<file path="src/hw/rtl/nmea_rmc_pkg.sv">
// ============================================================================
// NMEA RMC parser package
// Character codes, field widths, conversion kinds and shared types for the
// RMC position parser.
// ============================================================================
package nmea_rmc_pkg;

  localparam int FRAC_DIGITS_DEF = 4;
  localparam int FIELD_CHARS_DEF = 12;

  localparam logic [7:0] CH_DOLLAR = 8'h24;
  localparam logic [7:0] CH_G      = 8'h47;
  localparam logic [7:0] CH_P      = 8'h50;
  localparam logic [7:0] CH_R      = 8'h52;
  localparam logic [7:0] CH_M      = 8'h4D;
  localparam logic [7:0] CH_C      = 8'h43;
  localparam logic [7:0] CH_V      = 8'h56;
  localparam logic [7:0] CH_COMMA  = 8'h2C;
  localparam logic [7:0] CH_DOT    = 8'h2E;
  localparam logic [7:0] CH_ZERO   = 8'h30;
  localparam logic [7:0] CH_NINE   = 8'h39;

  localparam int INT_W   = 17;
  localparam int LAT_W   = 27;
  localparam int LON_W   = 28;
  localparam int MICRO_W = 30;

  localparam logic [INT_W-1:0]   INT_ACC_MAX = 17'd99999;
  localparam logic [MICRO_W-1:0] LAT_MAX     = 30'd90000000;
  localparam logic [MICRO_W-1:0] LON_MAX     = 30'd180000000;

  localparam logic [1:0] KIND_LAT  = 2'd0;
  localparam logic [1:0] KIND_LON  = 2'd1;
  localparam logic [1:0] KIND_VOID = 2'd2;

  typedef struct packed {
    logic       vld;
    logic [1:0] kind;
  } conv_req_t;

  typedef struct packed {
    logic             vld;
    logic [1:0]       kind;
    logic [LON_W-1:0] micro;
  } conv_rsp_t;

  typedef struct packed {
    logic             fix_valid;
    logic [7:0]       status_char;
    logic [LAT_W-1:0] latitude_microdeg;
    logic [LON_W-1:0] longitude_microdeg;
  } result_t;

  function automatic int unsigned pow10(input int n);
    int unsigned v;
    v = 1;
    for (int i = 0; i < n; i++) begin
      v = v * 10;
    end
    return v;
  endfunction

endpackage

</file>
<file path="src/hw/rtl/nmea_rmc_if.sv">
// ============================================================================
// NMEA RMC parser channels
// Valid/ready channels for received bytes and for position results.
// ============================================================================
interface nmea_rmc_in_if;
  logic       valid;
  logic       ready;
  logic [7:0] rx_byte;

  modport source (output valid, output rx_byte, input ready);
  modport sink (input valid, input rx_byte, output ready);
endinterface

interface nmea_rmc_out_if;
  logic        valid;
  logic        ready;
  logic        fix_valid;
  logic [7:0]  status_char;
  logic [26:0] latitude_microdeg;
  logic [27:0] longitude_microdeg;

  modport source (output valid, output fix_valid, output status_char,
                  output latitude_microdeg, output longitude_microdeg, input ready);
  modport sink (input valid, input fix_valid, input status_char,
                input latitude_microdeg, input longitude_microdeg, output ready);
endinterface

</file>
<file path="src/hw/rtl/nmea_rmc_conv.sv">
// ============================================================================
// NMEA RMC coordinate converter
// Pipelined conversion of a dddmm.mmmm field into saturated millionths of a
// degree, using reciprocal multiplies for the divisions by 100 and by 60.
// ============================================================================
module nmea_rmc_conv
  import nmea_rmc_pkg::*;
#(
  parameter int FRAC_DIGITS = FRAC_DIGITS_DEF
) (
  input  logic                                   clk,
  input  logic                                   rst_n,
  input  conv_req_t                              req,
  input  logic [INT_W-1:0]                       req_int,
  input  logic [$clog2(pow10(FRAC_DIGITS))-1:0]  req_frac,
  input  logic [$clog2(FRAC_DIGITS+1)-1:0]       req_cnt,
  output conv_rsp_t                              rsp,
  output logic [2:0]                             pend_cnt
);

  localparam int SCALE  = pow10(FRAC_DIGITS);
  localparam int FW     = $clog2(SCALE);
  localparam int CW     = $clog2(FRAC_DIGITS + 1);
  localparam int PW     = $clog2(SCALE + 1);
  localparam int KMUL   = 1000000 / SCALE;
  localparam int STAGES = 6;

  localparam logic [20:0] RECIP_25 = 21'd1342178;
  localparam logic [29:0] RECIP_15 = 30'd572662307;

  logic [STAGES-1:0] vld_r;
  logic [1:0]        kind_r [STAGES];

  logic [INT_W-1:0]   int0_r;
  logic [FW-1:0]      frac0_r;
  logic [CW-1:0]      cnt0_r;

  logic [35:0]        q1_r;
  logic [INT_W-1:0]   int1_r;
  logic [FW-1:0]      fpad1_r;

  logic [9:0]         deg2_r;
  logic [6:0]         minw2_r;
  logic [FW-1:0]      fpad2_r;

  logic [26:0]        x3_r;
  logic [MICRO_W-1:0] degm3_r;

  logic [54:0]        p4_r;
  logic [MICRO_W-1:0] degm4_r;

  logic [LON_W-1:0]   micro5_r;

  logic [PW-1:0]      pad;
  logic [FW+PW-1:0]   fpad_full;
  logic [9:0]         deg_nxt;
  logic [INT_W-1:0]   minw_full;
  logic [MICRO_W-1:0] micro_sum;
  logic [MICRO_W-1:0] micro_lim;
  logic [MICRO_W-1:0] micro_sat;

  always_comb begin
    pad = '0;
    for (int i = 0; i <= FRAC_DIGITS; i++) begin
      if (cnt0_r == CW'(i)) begin
        pad = PW'(pow10(FRAC_DIGITS - i));
      end
    end
    fpad_full = (FW+PW)'(frac0_r) * (FW+PW)'(pad);
  end

  assign deg_nxt   = q1_r[34:25];
  assign minw_full = int1_r - INT_W'(INT_W'(deg_nxt) * INT_W'(100));

  assign micro_sum = degm4_r + MICRO_W'(p4_r[54:33]);
  assign micro_lim = (kind_r[4] == KIND_LAT) ? LAT_MAX : LON_MAX;
  assign micro_sat = (micro_sum > micro_lim) ? micro_lim : micro_sum;

  always_ff @(posedge clk) begin
    if (!rst_n) begin
      vld_r <= '0;
    end else begin
      vld_r <= {vld_r[STAGES-2:0], req.vld};
    end
  end

  always_ff @(posedge clk) begin
    kind_r[0] <= req.kind;
    for (int s = 1; s < STAGES; s++) begin
      kind_r[s] <= kind_r[s-1];
    end

    int0_r  <= req_int;
    frac0_r <= req_frac;
    cnt0_r  <= req_cnt;

    q1_r    <= 36'(int0_r[INT_W-1:2]) * 36'(RECIP_25);
    int1_r  <= int0_r;
    fpad1_r <= fpad_full[FW-1:0];

    deg2_r  <= deg_nxt;
    minw2_r <= minw_full[6:0];
    fpad2_r <= fpad1_r;

    x3_r    <= 27'(minw2_r) * 27'd1000000 + 27'(fpad2_r) * 27'(KMUL);
    degm3_r <= MICRO_W'(deg2_r) * MICRO_W'(1000000);

    p4_r    <= 55'(x3_r[26:2]) * 55'(RECIP_15);
    degm4_r <= degm3_r;

    micro5_r <= micro_sat[LON_W-1:0];
  end

  always_comb begin
    pend_cnt = '0;
    for (int s = 0; s < STAGES; s++) begin
      if (vld_r[s] && kind_r[s] != KIND_LAT) begin
        pend_cnt = pend_cnt + 3'd1;
      end
    end
  end

  assign rsp.vld   = vld_r[STAGES-1];
  assign rsp.kind  = kind_r[STAGES-1];
  assign rsp.micro = micro5_r;

endmodule

</file>
<file path="src/hw/rtl/nmea_rmc_position_parser_core.sv">
// ============================================================================
// NMEA RMC position parser
// Matches $GPRMC sentences byte by byte, captures the status byte and turns
// the latitude and longitude fields into millionths of a degree.
//
// Channel  Direction  Transfer
// in_if    sink       one received ASCII byte (rx_byte)
// out_if   source     fix_valid, status_char, latitude and longitude
//
// One byte is taken per cycle while in_if.ready is high. A result is completed
// by a V status byte or by the comma after the longitude, passes through the
// converter pipeline and then waits in a two-entry output buffer.
// Reset is synchronous and returns the parser to waiting for a dollar sign.
// in_if.ready drops only while the output buffer and the results still in
// the converter could fill it; out_if.ready never reaches in_if.ready.
// ============================================================================
module nmea_rmc_position_parser_core
  import nmea_rmc_pkg::*;
#(
  parameter int FRAC_DIGITS = FRAC_DIGITS_DEF,
  parameter int FIELD_CHARS = FIELD_CHARS_DEF
) (
  input  logic           clk,
  input  logic           rst_n,
  nmea_rmc_in_if.sink    in_if,
  nmea_rmc_out_if.source out_if
);

  localparam int FW  = $clog2(pow10(FRAC_DIGITS));
  localparam int CW  = $clog2(FRAC_DIGITS + 1);
  localparam int CCW = $clog2(FIELD_CHARS);

  localparam logic [3:0] PH_IDLE        = 4'd0;
  localparam logic [3:0] PH_G           = 4'd1;
  localparam logic [3:0] PH_P           = 4'd2;
  localparam logic [3:0] PH_R           = 4'd3;
  localparam logic [3:0] PH_M           = 4'd4;
  localparam logic [3:0] PH_C           = 4'd5;
  localparam logic [3:0] PH_SKIP_COMMA1 = 4'd6;
  localparam logic [3:0] PH_TIME        = 4'd7;
  localparam logic [3:0] PH_STATUS      = 4'd8;
  localparam logic [3:0] PH_SKIP_COMMA2 = 4'd9;
  localparam logic [3:0] PH_LAT         = 4'd10;
  localparam logic [3:0] PH_SKIP_HEMI   = 4'd11;
  localparam logic [3:0] PH_SKIP_COMMA3 = 4'd12;
  localparam logic [3:0] PH_LON         = 4'd13;

  logic [3:0]       phase_r, phase_nxt;
  logic [INT_W-1:0] int_acc_r, int_acc_nxt;
  logic [FW-1:0]    frac_acc_r, frac_acc_nxt;
  logic [CW-1:0]    frac_cnt_r, frac_cnt_nxt;
  logic             dot_seen_r, dot_seen_nxt;
  logic [CCW-1:0]   char_cnt_r, char_cnt_nxt;
  logic [7:0]       status_hold_r, status_hold_nxt;
  logic [LAT_W-1:0] lat_hold_r;

  logic             in_fire;
  logic [7:0]       rx;
  logic             is_digit;
  logic [3:0]       dval;
  logic [19:0]      acc10;
  logic [FW+3:0]    frac10;

  logic [INT_W-1:0] take_int;
  logic [FW-1:0]    take_frac;
  logic [CW-1:0]    take_cnt;
  logic             take_dot;
  logic [CCW-1:0]   take_chars;

  conv_req_t        req;
  conv_rsp_t        rsp;
  logic [2:0]       pend_cnt;

  result_t          ent_r [2];
  logic             wr_ptr_r;
  logic             rd_ptr_r;
  logic [1:0]       fifo_cnt_r;
  logic             push;
  logic             pop;
  result_t          push_data;

  assign rx      = in_if.rx_byte;
  assign in_fire = in_if.valid && in_if.ready;
  assign in_if.ready = (4'(fifo_cnt_r) + 4'(pend_cnt)) < 4'd2;

  assign is_digit = (rx >= CH_ZERO) && (rx <= CH_NINE);
  assign dval     = 4'(rx - CH_ZERO);
  assign acc10    = 20'(int_acc_r) * 20'd10 + 20'(dval);
  assign frac10   = (FW+4)'(frac_acc_r) * (FW+4)'(10) + (FW+4)'(dval);

  always_comb begin
    take_int   = int_acc_r;
    take_frac  = frac_acc_r;
    take_cnt   = frac_cnt_r;
    take_dot   = dot_seen_r;
    take_chars = char_cnt_r;
    if (char_cnt_r < CCW'(FIELD_CHARS - 1)) begin
      take_chars = char_cnt_r + CCW'(1);
      if (is_digit) begin
        if (!dot_seen_r) begin
          take_int = (acc10 > 20'(INT_ACC_MAX)) ? INT_ACC_MAX : acc10[INT_W-1:0];
        end else if (frac_cnt_r < CW'(FRAC_DIGITS)) begin
          take_frac = frac10[FW-1:0];
          take_cnt  = frac_cnt_r + CW'(1);
        end
      end else if (rx == CH_DOT) begin
        take_dot = 1'b1;
      end
    end
  end

  always_comb begin
    phase_nxt       = phase_r;
    int_acc_nxt     = int_acc_r;
    frac_acc_nxt    = frac_acc_r;
    frac_cnt_nxt    = frac_cnt_r;
    dot_seen_nxt    = dot_seen_r;
    char_cnt_nxt    = char_cnt_r;
    status_hold_nxt = status_hold_r;
    req             = '0;
    if (in_fire) begin
      unique case (phase_r) inside
        PH_IDLE: begin
          if (rx == CH_DOLLAR) begin
            phase_nxt = PH_G;
          end
        end
        PH_G: phase_nxt = (rx == CH_G) ? PH_P : PH_IDLE;
        PH_P: phase_nxt = (rx == CH_P) ? PH_R : PH_IDLE;
        PH_R: phase_nxt = (rx == CH_R) ? PH_M : PH_IDLE;
        PH_M: phase_nxt = (rx == CH_M) ? PH_C : PH_IDLE;
        PH_C: phase_nxt = (rx == CH_C) ? PH_SKIP_COMMA1 : PH_IDLE;
        PH_SKIP_COMMA1: phase_nxt = PH_TIME;
        PH_TIME: begin
          if (rx == CH_COMMA) begin
            phase_nxt = PH_STATUS;
          end
        end
        PH_STATUS: begin
          status_hold_nxt = rx;
          if (rx == CH_V) begin
            phase_nxt = PH_IDLE;
            req.vld   = 1'b1;
            req.kind  = KIND_VOID;
          end else begin
            phase_nxt = PH_SKIP_COMMA2;
          end
        end
        PH_SKIP_COMMA2, PH_SKIP_COMMA3: begin
          int_acc_nxt  = '0;
          frac_acc_nxt = '0;
          frac_cnt_nxt = '0;
          dot_seen_nxt = 1'b0;
          char_cnt_nxt = '0;
          phase_nxt    = (phase_r == PH_SKIP_COMMA2) ? PH_LAT : PH_LON;
        end
        PH_LAT, PH_LON: begin
          if (rx == CH_COMMA) begin
            req.vld      = 1'b1;
            req.kind     = (phase_r == PH_LAT) ? KIND_LAT : KIND_LON;
            int_acc_nxt  = '0;
            frac_acc_nxt = '0;
            frac_cnt_nxt = '0;
            dot_seen_nxt = 1'b0;
            char_cnt_nxt = '0;
            phase_nxt    = (phase_r == PH_LAT) ? PH_SKIP_HEMI : PH_IDLE;
          end else begin
            int_acc_nxt  = take_int;
            frac_acc_nxt = take_frac;
            frac_cnt_nxt = take_cnt;
            dot_seen_nxt = take_dot;
            char_cnt_nxt = take_chars;
          end
        end
        PH_SKIP_HEMI: phase_nxt = PH_SKIP_COMMA3;
        default: phase_nxt = PH_IDLE;
      endcase
    end
  end

  always_ff @(posedge clk) begin
    if (!rst_n) begin
      phase_r       <= PH_IDLE;
      int_acc_r     <= '0;
      frac_acc_r    <= '0;
      frac_cnt_r    <= '0;
      dot_seen_r    <= 1'b0;
      char_cnt_r    <= '0;
      status_hold_r <= '0;
    end else begin
      phase_r       <= phase_nxt;
      int_acc_r     <= int_acc_nxt;
      frac_acc_r    <= frac_acc_nxt;
      frac_cnt_r    <= frac_cnt_nxt;
      dot_seen_r    <= dot_seen_nxt;
      char_cnt_r    <= char_cnt_nxt;
      status_hold_r <= status_hold_nxt;
    end
  end

  nmea_rmc_conv #(
    .FRAC_DIGITS(FRAC_DIGITS)
  ) u_conv (
    .clk      (clk),
    .rst_n    (rst_n),
    .req      (req),
    .req_int  (int_acc_r),
    .req_frac (frac_acc_r),
    .req_cnt  (frac_cnt_r),
    .rsp      (rsp),
    .pend_cnt (pend_cnt)
  );

  assign push = rsp.vld && (rsp.kind == KIND_LON || rsp.kind == KIND_VOID);
  assign pop  = out_if.valid && out_if.ready;

  always_comb begin
    push_data.status_char = status_hold_r;
    if (rsp.kind == KIND_LON) begin
      push_data.fix_valid          = 1'b1;
      push_data.latitude_microdeg  = lat_hold_r;
      push_data.longitude_microdeg = rsp.micro;
    end else begin
      push_data.fix_valid          = 1'b0;
      push_data.latitude_microdeg  = '0;
      push_data.longitude_microdeg = '0;
    end
  end

  always_ff @(posedge clk) begin
    if (!rst_n) begin
      lat_hold_r <= '0;
      wr_ptr_r   <= 1'b0;
      rd_ptr_r   <= 1'b0;
      fifo_cnt_r <= '0;
    end else begin
      if (rsp.vld && rsp.kind == KIND_LAT) begin
        lat_hold_r <= rsp.micro[LAT_W-1:0];
      end
      if (push) begin
        wr_ptr_r <= !wr_ptr_r;
      end
      if (pop) begin
        rd_ptr_r <= !rd_ptr_r;
      end
      fifo_cnt_r <= fifo_cnt_r + 2'(push) - 2'(pop);
    end
  end

  always_ff @(posedge clk) begin
    if (push) begin
      ent_r[wr_ptr_r] <= push_data;
    end
  end

  assign out_if.valid              = fifo_cnt_r != 2'd0;
  assign out_if.fix_valid          = ent_r[rd_ptr_r].fix_valid;
  assign out_if.status_char        = ent_r[rd_ptr_r].status_char;
  assign out_if.latitude_microdeg  = ent_r[rd_ptr_r].latitude_microdeg;
  assign out_if.longitude_microdeg = ent_r[rd_ptr_r].longitude_microdeg;

endmodule
</file>
<file path="src/flat_wrapper.sv">
// flat-port wrapper written by rule: the top's interface ports become plain ports
module nmea_rmc_position_parser_core_flat import nmea_rmc_pkg::*;
#(
  parameter int FRAC_DIGITS = FRAC_DIGITS_DEF,
  parameter int FIELD_CHARS = FIELD_CHARS_DEF
)
  (clk, rst_n, in_if_valid, in_if_rx_byte, in_if_ready, out_if_valid, out_if_fix_valid, out_if_status_char, out_if_latitude_microdeg, out_if_longitude_microdeg, out_if_ready);
  nmea_rmc_in_if in_if_i ();
  nmea_rmc_out_if out_if_i ();
  input  logic clk;
  input  logic rst_n;
  input wire logic [$bits(in_if_i.valid)-1:0] in_if_valid;
  input wire logic [$bits(in_if_i.rx_byte)-1:0] in_if_rx_byte;
  output wire logic [$bits(in_if_i.ready)-1:0] in_if_ready;
  output wire logic [$bits(out_if_i.valid)-1:0] out_if_valid;
  output wire logic [$bits(out_if_i.fix_valid)-1:0] out_if_fix_valid;
  output wire logic [$bits(out_if_i.status_char)-1:0] out_if_status_char;
  output wire logic [$bits(out_if_i.latitude_microdeg)-1:0] out_if_latitude_microdeg;
  output wire logic [$bits(out_if_i.longitude_microdeg)-1:0] out_if_longitude_microdeg;
  input wire logic [$bits(out_if_i.ready)-1:0] out_if_ready;
  assign in_if_i.valid = in_if_valid;
  assign in_if_i.rx_byte = in_if_rx_byte;
  assign in_if_ready = in_if_i.ready;
  assign out_if_valid = out_if_i.valid;
  assign out_if_fix_valid = out_if_i.fix_valid;
  assign out_if_status_char = out_if_i.status_char;
  assign out_if_latitude_microdeg = out_if_i.latitude_microdeg;
  assign out_if_longitude_microdeg = out_if_i.longitude_microdeg;
  assign out_if_i.ready = out_if_ready;
  nmea_rmc_position_parser_core #(.FRAC_DIGITS(FRAC_DIGITS), .FIELD_CHARS(FIELD_CHARS)) u_core (.clk(clk), .rst_n(rst_n), .in_if(in_if_i), .out_if(out_if_i));
endmodule
</file>
<file path="config.mk">
export PLATFORM = sky130hd
export DESIGN_NAME = nmea_rmc_position_parser_core_flat
export DESIGN_NICKNAME = d
export VERILOG_FILES = /design/src/hw/rtl/nmea_rmc_pkg.sv /design/src/hw/rtl/nmea_rmc_if.sv /design/src/hw/rtl/nmea_rmc_conv.sv /design/src/hw/rtl/nmea_rmc_position_parser_core.sv /design/src/flat_wrapper.sv
export SDC_FILE = /design/constraint.sdc
export NUM_CORES = 2
export LEC_CHECK = 0
export BUFFER_PORTS_ARGS = -buffer_cell sky130_fd_sc_hd__buf_2
export CAP_MARGIN = 10
export CELL_PAD_IN_SITES_DETAIL_PLACEMENT = 1
export CELL_PAD_IN_SITES_GLOBAL_PLACEMENT = 1
export CORE_MARGIN = 1.5
export CORE_UTILIZATION = 56
export CTS_BUF_LIST = sky130_fd_sc_hd__clkbuf_4 sky130_fd_sc_hd__clkbuf_8 sky130_fd_sc_hd__clkbuf_16
export DETAILED_ROUTE_END_ITERATION = 12
export GPL_TIMING_DRIVEN = 0
export PLACE_DENSITY = 0.89
export SYNTH_ARGS = -nofsm -noshare
export SYNTH_HDL_FRONTEND = slang
export SYNTH_HIERARCHICAL = 1
export SYNTH_SLANG_ARGS = --single-unit
</file>
<file path="constraint.sdc">
create_clock -name clk -period 18.3 [get_ports clk]
set_input_delay 4.575 -clock clk [delete_from_list [all_inputs] [get_ports clk]]
set_output_delay 4.575 -clock clk [all_outputs]
set_load 0.1 [all_outputs]
</file>
== Word-level counts from Yosys, hierarchy flattened ==
Memory sizes are Yosys's and may differ from the RTL's. A register that Yosys moved wholly into a read port is not among the register bits.
Cells that the tools add are included.
Storage, ports and cells
  ROM bits: 0
  input port bits: 12
  memories kept: 2
  latch bits: 0
  bits in writable memories: 140
  register bits: 366
Cells by class
  multipliers: 9
  divide/modulo/power cells: 0
  add/subtract/negate cells: 16
  muxes and demuxes: 62
  bitwise gates (word level): 0
  shift-type cells: 0
  reductions and logical operators: 35
  $lt $le $gt $ge: 7
  equal/unequal tests: 38
Memories
  u_core.ent_r: words 2, width 64, read ports 1, clocked after Yosys merged registers in 1, wr ports 1, RTL line nmea_rmc_position_parser_core.sv:74  | result_t ent_r [2];
  u_core.u_conv.kind_r: words 6, width 2, read ports 6, clocked after Yosys merged registers in 0, wr ports 6, RTL line nmea_rmc_conv.sv:32  | logic [1:0] kind_r [STAGES];
Operator list (number)
  $mux W14: 10
  $mux W17: 5
  $mux W28: 2
  $mul A25 B30 Y55 const B: 1
  $mux W55: 1
  $eq A8 B7 Y1 const B: 6
  $mux W3: 16
  $pmux W4 S12: 1
  $mul A15 B20 Y34 const B: 1
  $pmux W17 S2: 1
  $add A30 B22 Y30: 1
  $gt A30 B28 Y1: 1
  $mux W4: 7
  $pmux W14 S2: 1
  $add A27 B21 Y27: 1
  $eq A4 B4 Y1 const B: 6
  $eq A8 B6 Y1 const B: 3
  $mul A10 B14 Y24 const B: 1
  $mul A7 B14 Y21 const B: 1
  $add A20 B4 Y20: 1
  $gt A20 B17 Y1 const B: 1
  $mul A14 B5 Y19 const B: 1
  $mul A17 B3 Y19 const B: 1
  $add A3 B1 Y3 const B: 6
  other kinds (45): 91

== Logic depth before layout (Yosys ltp) ==
An unclocked memory read counts as a cell.
  depth in word-level cells: 18
  depth in mapped cells: 24
  gate-level depth less buffers: 24

== By module ==
The synthesis kept the hierarchy.
By module, submodules not included
  nmea_rmc_conv: cells an instance 2571, area each 25846.0 um^2, times used 1, sequential area each 4744.6 um^2
  nmea_rmc_position_parser_core: cells an instance 996, area each 11006.8 um^2, times used 1, sequential area each 5505.3 um^2

== Worst setup path after synthesis ==
No wires, ideal clock.
  path type: reg2out
  start: memory u_core.u_conv.kind_r[1][1]
  end: output port in_if_ready
  path slack: 8799 ps
  arrival time: 4926 ps
  data required time: 13725 ps
  buffers on the path: 0
  cell stages (with the launch flop): 14
  cell sequence: dfxtp_1 -> o21ai_0 -> inv_1 -> ha_1 -> xnor2_1 -> ha_1 -> mux2_2 -> ha_1 -> mux2_2 -> ha_1 -> mux2_2 -> fa_1 -> or2_2 -> a21oi_1
RTL lines
  start: declaration: RTL line nmea_rmc_conv.sv:32
  end: declaration: RTL line flat_wrapper.sv:14  | output wire logic [$bits(in_if_i.ready)-1:0] in_if_ready;

==> metrics.yaml <==
synth:
  synth_xor_area_share_pct: 4.63
  ys_seq_elements: 448
  synth_warnings: 6
  syn_avg_cell_area_um2: 10.3
  synthAdderAreaFrac_pct: 38.9
  syn_area_um2: 36900
  synth_top_family_by_area: "adder cells"
  ys.flop_type: "dfxtp_1"
  synth_compound_area_share_pct: 8.92
  synth_simple_gate_area_share_pct: 10.6
  synth_edf_count: 128
  yosysSeqAreaShare_pct: 27.8
  syn_inst: 3567
  synthDistinctLibCells: 87
  syn_nets: 4545
  async_reset_ff_share_pct: 0
  synthMuxAreaShare_pct: 2.76
power:
  peakVddDrop_uv: 70.1
  p_leak_nw: 20.3
  power_density_nw_per_um2: 55.6
  finalPower_mw: 2.22
critical_path:
  critPathLaunchType: "flip-flop"
  critical-path-top-delay-family: "adder cells"
  critPathMaxStageDelay_ns: 0.46
  cp_common_cell: "ha_1"
  worstPathRequired_ns: 13.73
  arrival_ns: 5.14
  slowest_stage: "buf_2"
  critPathKind: "flip-flop to primary output"
  path_cells: "o21ai_0 > inv_1 > ha_1 > xnor2_1 > ha_1 > mux2_2 > ha_1 > mux2_2 > ha_1 > mux2_2 > fa_1 > or2_2 > a21oi_1 > buf_2"
  end_kind: "primary output"
  crit_buf_inv: 2
  critPathMaxFanout: 2
floorplanning:
  core_area_um2: 64700
  die_y_um: 260
  ioPinCount: 78
  die_x_um: 260
  die_area_um2: 67400
  initial_core_util_pct: 57.0
  rows: 93
layout:
  multi_input_area_um2: 24200
  final_common_cell: "ha_1"
  n_fill_cell: 7022
  regArea_um2: 10200
  nets: 4672
  drive_above_1_share_pct: 7.69
  layout_common_cells: "ha_1 (668), inv_1 (572), dfxtp_1 (320)"
  area_growth_pct: 8.52
grt:
  overflow: 0
  grt_pass1_vias: 33500
  grt_usage_pct: 37.8
  antenna_found_initial: 5
  grt_max_degree: 65
  grt_pass1_wl_mm: 195
drt:
  drc: 0
  wire_per_inst_um: 27.3
  antenna_left: 0
  wirelength_mm: 125
  firstDrtPassIters: 7
  vias_per_cell: 6.26
  vias: 28700
  dr.first_iter.drc_count: 1907
clocking:
  cts_buffer_depth: 3
  cts-resized-gates: 0
  cts_buffers: 46
  cts_tree: "done"
  cts_setup_buffers: 0
  cts_root_buf: "clkbuf_16"
  cts_hold_buf: 0
  clkLatencyLatePin_ns: 0.62
  clkTransAtPathRegs_ns: 0.07
  htreeDepth: 2
  clock-sinks: 448
outcome:
  status: "completed"
timing:
  fmax_mhz: 103
  rsz0062_at_grt: "false"
  fin_crit_sh_pct: 53.1
  worstMarginPinSlew_ns: 1.10
  worst_clock_skew_ns: 0.0280
  relSlewSlack_pct: 26.1
  slew_violations: 0
  period_needed_ns: 9.71
  hold_viol_final: 0
  setup_viol_count_final: 0
  setup_tns_ns: 0
place:
  io_buffers: 77
  place_hpwl_mm: 82.8
  gp_congestion: 0.865
hold_path:
  hold_class: "flip-flop to flip-flop"
flow_run:
  maxCapViolations: 0
[cells in the mapped netlist (all sizes together) (16+ instances only)]
| cell | number | area (um2) |
|---|---|---|
| a211oi | 23 | 195 |
| a21boi | 39 | 293 |
| a21o | 42 | 315 |
| a21oi | 128 | 648 |
| a31oi | 19 | 134 |
| and2 | 132 | 826 |
| and3 | 34 | 213 |
| clkbuf | 51 | 191 |
| dfxtp | 320 | 6410 |
| edfxtp | 128 | 3840 |
| fa | 298 | 5970 |
| ha | 668 | 8360 |
| inv | 572 | 2150 |
| mux2 | 77 | 867 |
| nand2 | 181 | 679 |
| nand2b | 27 | 169 |
| nand3 | 50 | 250 |
| nand4 | 22 | 138 |
| nor2 | 135 | 509 |
| nor2b | 46 | 288 |
| nor3 | 46 | 235 |
| o21a | 28 | 210 |
| o21ai | 84 | 420 |
| or2 | 16 | 100 |
| or3 | 18 | 113 |
| xnor2 | 139 | 1220 |
| xor2 | 55 | 489 |
[layout make-up]
class                           instances  area share [%]
Inverter                              572            5.37
Buffer                                 57           0.576
Multi-Input combinational cell       2490            60.6
Clock buffer                           54            3.12
Timing Repair Buffer                   79            1.06
Tap cell                              855            2.67
Antenna cell                            2          0.0125
Clock inverter                         32           0.948
Sequential cell                       448            25.6
[where the power goes]
part / leakage (nW) / switching, mW / internal, mW
Combinational: 16.0 / 0.128 / 0.0395
Clock: 0.805 / 0.453 / 0.581
Sequential: 3.51 / 0.00393 / 1.02
[worst reg2reg max path, cell delays in order, from the launching register on]
cell      delay [ns]
dfxtp_1         0.50
ha_1            0.51
fa_1            0.90
inv_1           0.14
fa_1            0.53
fa_1            0.59
inv_1           0.07
fa_1            0.51
fa_1            0.45
ha_1            0.35
a211oi_1        0.27
o22ai_1         0.11
or3_1           0.35
or4_1           0.62
o221ai_2        0.29
o211ai_2        0.21
o311ai_4        0.48
a21oi_2         0.15
o21a_1          0.23
o311a_1         0.37
[state kept, by name, indices dropped and copies added (netlist names), 10 cells and up, named ones only]
signal,flops
u_core/ent_r,128
u_core/u_conv/micro5_r,28
u_core/lat_hold_r,27
u_core/u_conv/x3_r,25
u_core/u_conv/degm3_r,24
u_core/u_conv/degm4_r,24
u_core/u_conv/p4_r,22
u_core/int_acc_r,17
u_core/u_conv/int0_r,17
u_core/frac_acc_r,14
u_core/u_conv/fpad1_r,14
u_core/u_conv/fpad2_r,14
u_core/u_conv/frac0_r,14
u_core/u_conv/kind_r,12
u_core/u_conv/deg2_r,10
u_core/u_conv/q1_r,10
[cells by family (layout without fill, tap and decap cells)]
kind of cell,after synthesis,in the layout
compound gates,485,485
xor+xnor,194,194
fa+ha+maj,966,966
buf+inv,629,794
flops,448,448
mux,92,92
other cells,0,2
simple gates,753,753
[layer usage]
layer  routed length (um)  GRT usage, %  part of all wire (%)
met1                43800          39.1                    35
met2                62800          66.7                    50
met3                 8010          8.30                   6.4
met4                10900          28.6                   8.7
met5                   13             0                 0.010
[through the flow]
stage	worst slack (ns)	instances	instance area (um2)	util, %	hold slack (ns)
6_report	8.59	4589	40000	61.8	0.322
5_1_grt	8.50	4587	40000	61.8	0.328
4_1_cts	8.61	4587	40000	61.8	0.327
3_5_place_dp	9.30	4501	38400	59.3	0.313
3_3_place_gp	9.60	4499	38300	59.2	0.310
2_1_floorplan	8.80	3567	36900	-	0.310
[worst paths after layout]
| kind | startpoint | end | slack [ns] | cells past startpoint |
|---|---|---|---|---|
| worst max register to register | u_core/u_conv/x3_r[17] | u_core/u_conv/p4_r[49] | 10.52 | 19 |
| worst min register to register | u_core/u_conv/degm3_r[23] | u_core/u_conv/degm4_r[23] | 0.32 | 0 |
| worst max-delay path | u_core/u_conv/kind_r[1][1] | in_if_ready | 8.59 | 14 |
| worst min-delay path | u_core/u_conv/degm3_r[23] | u_core/u_conv/degm4_r[23] | 0.32 | 0 |
Power figures use the tool's default switching activity.
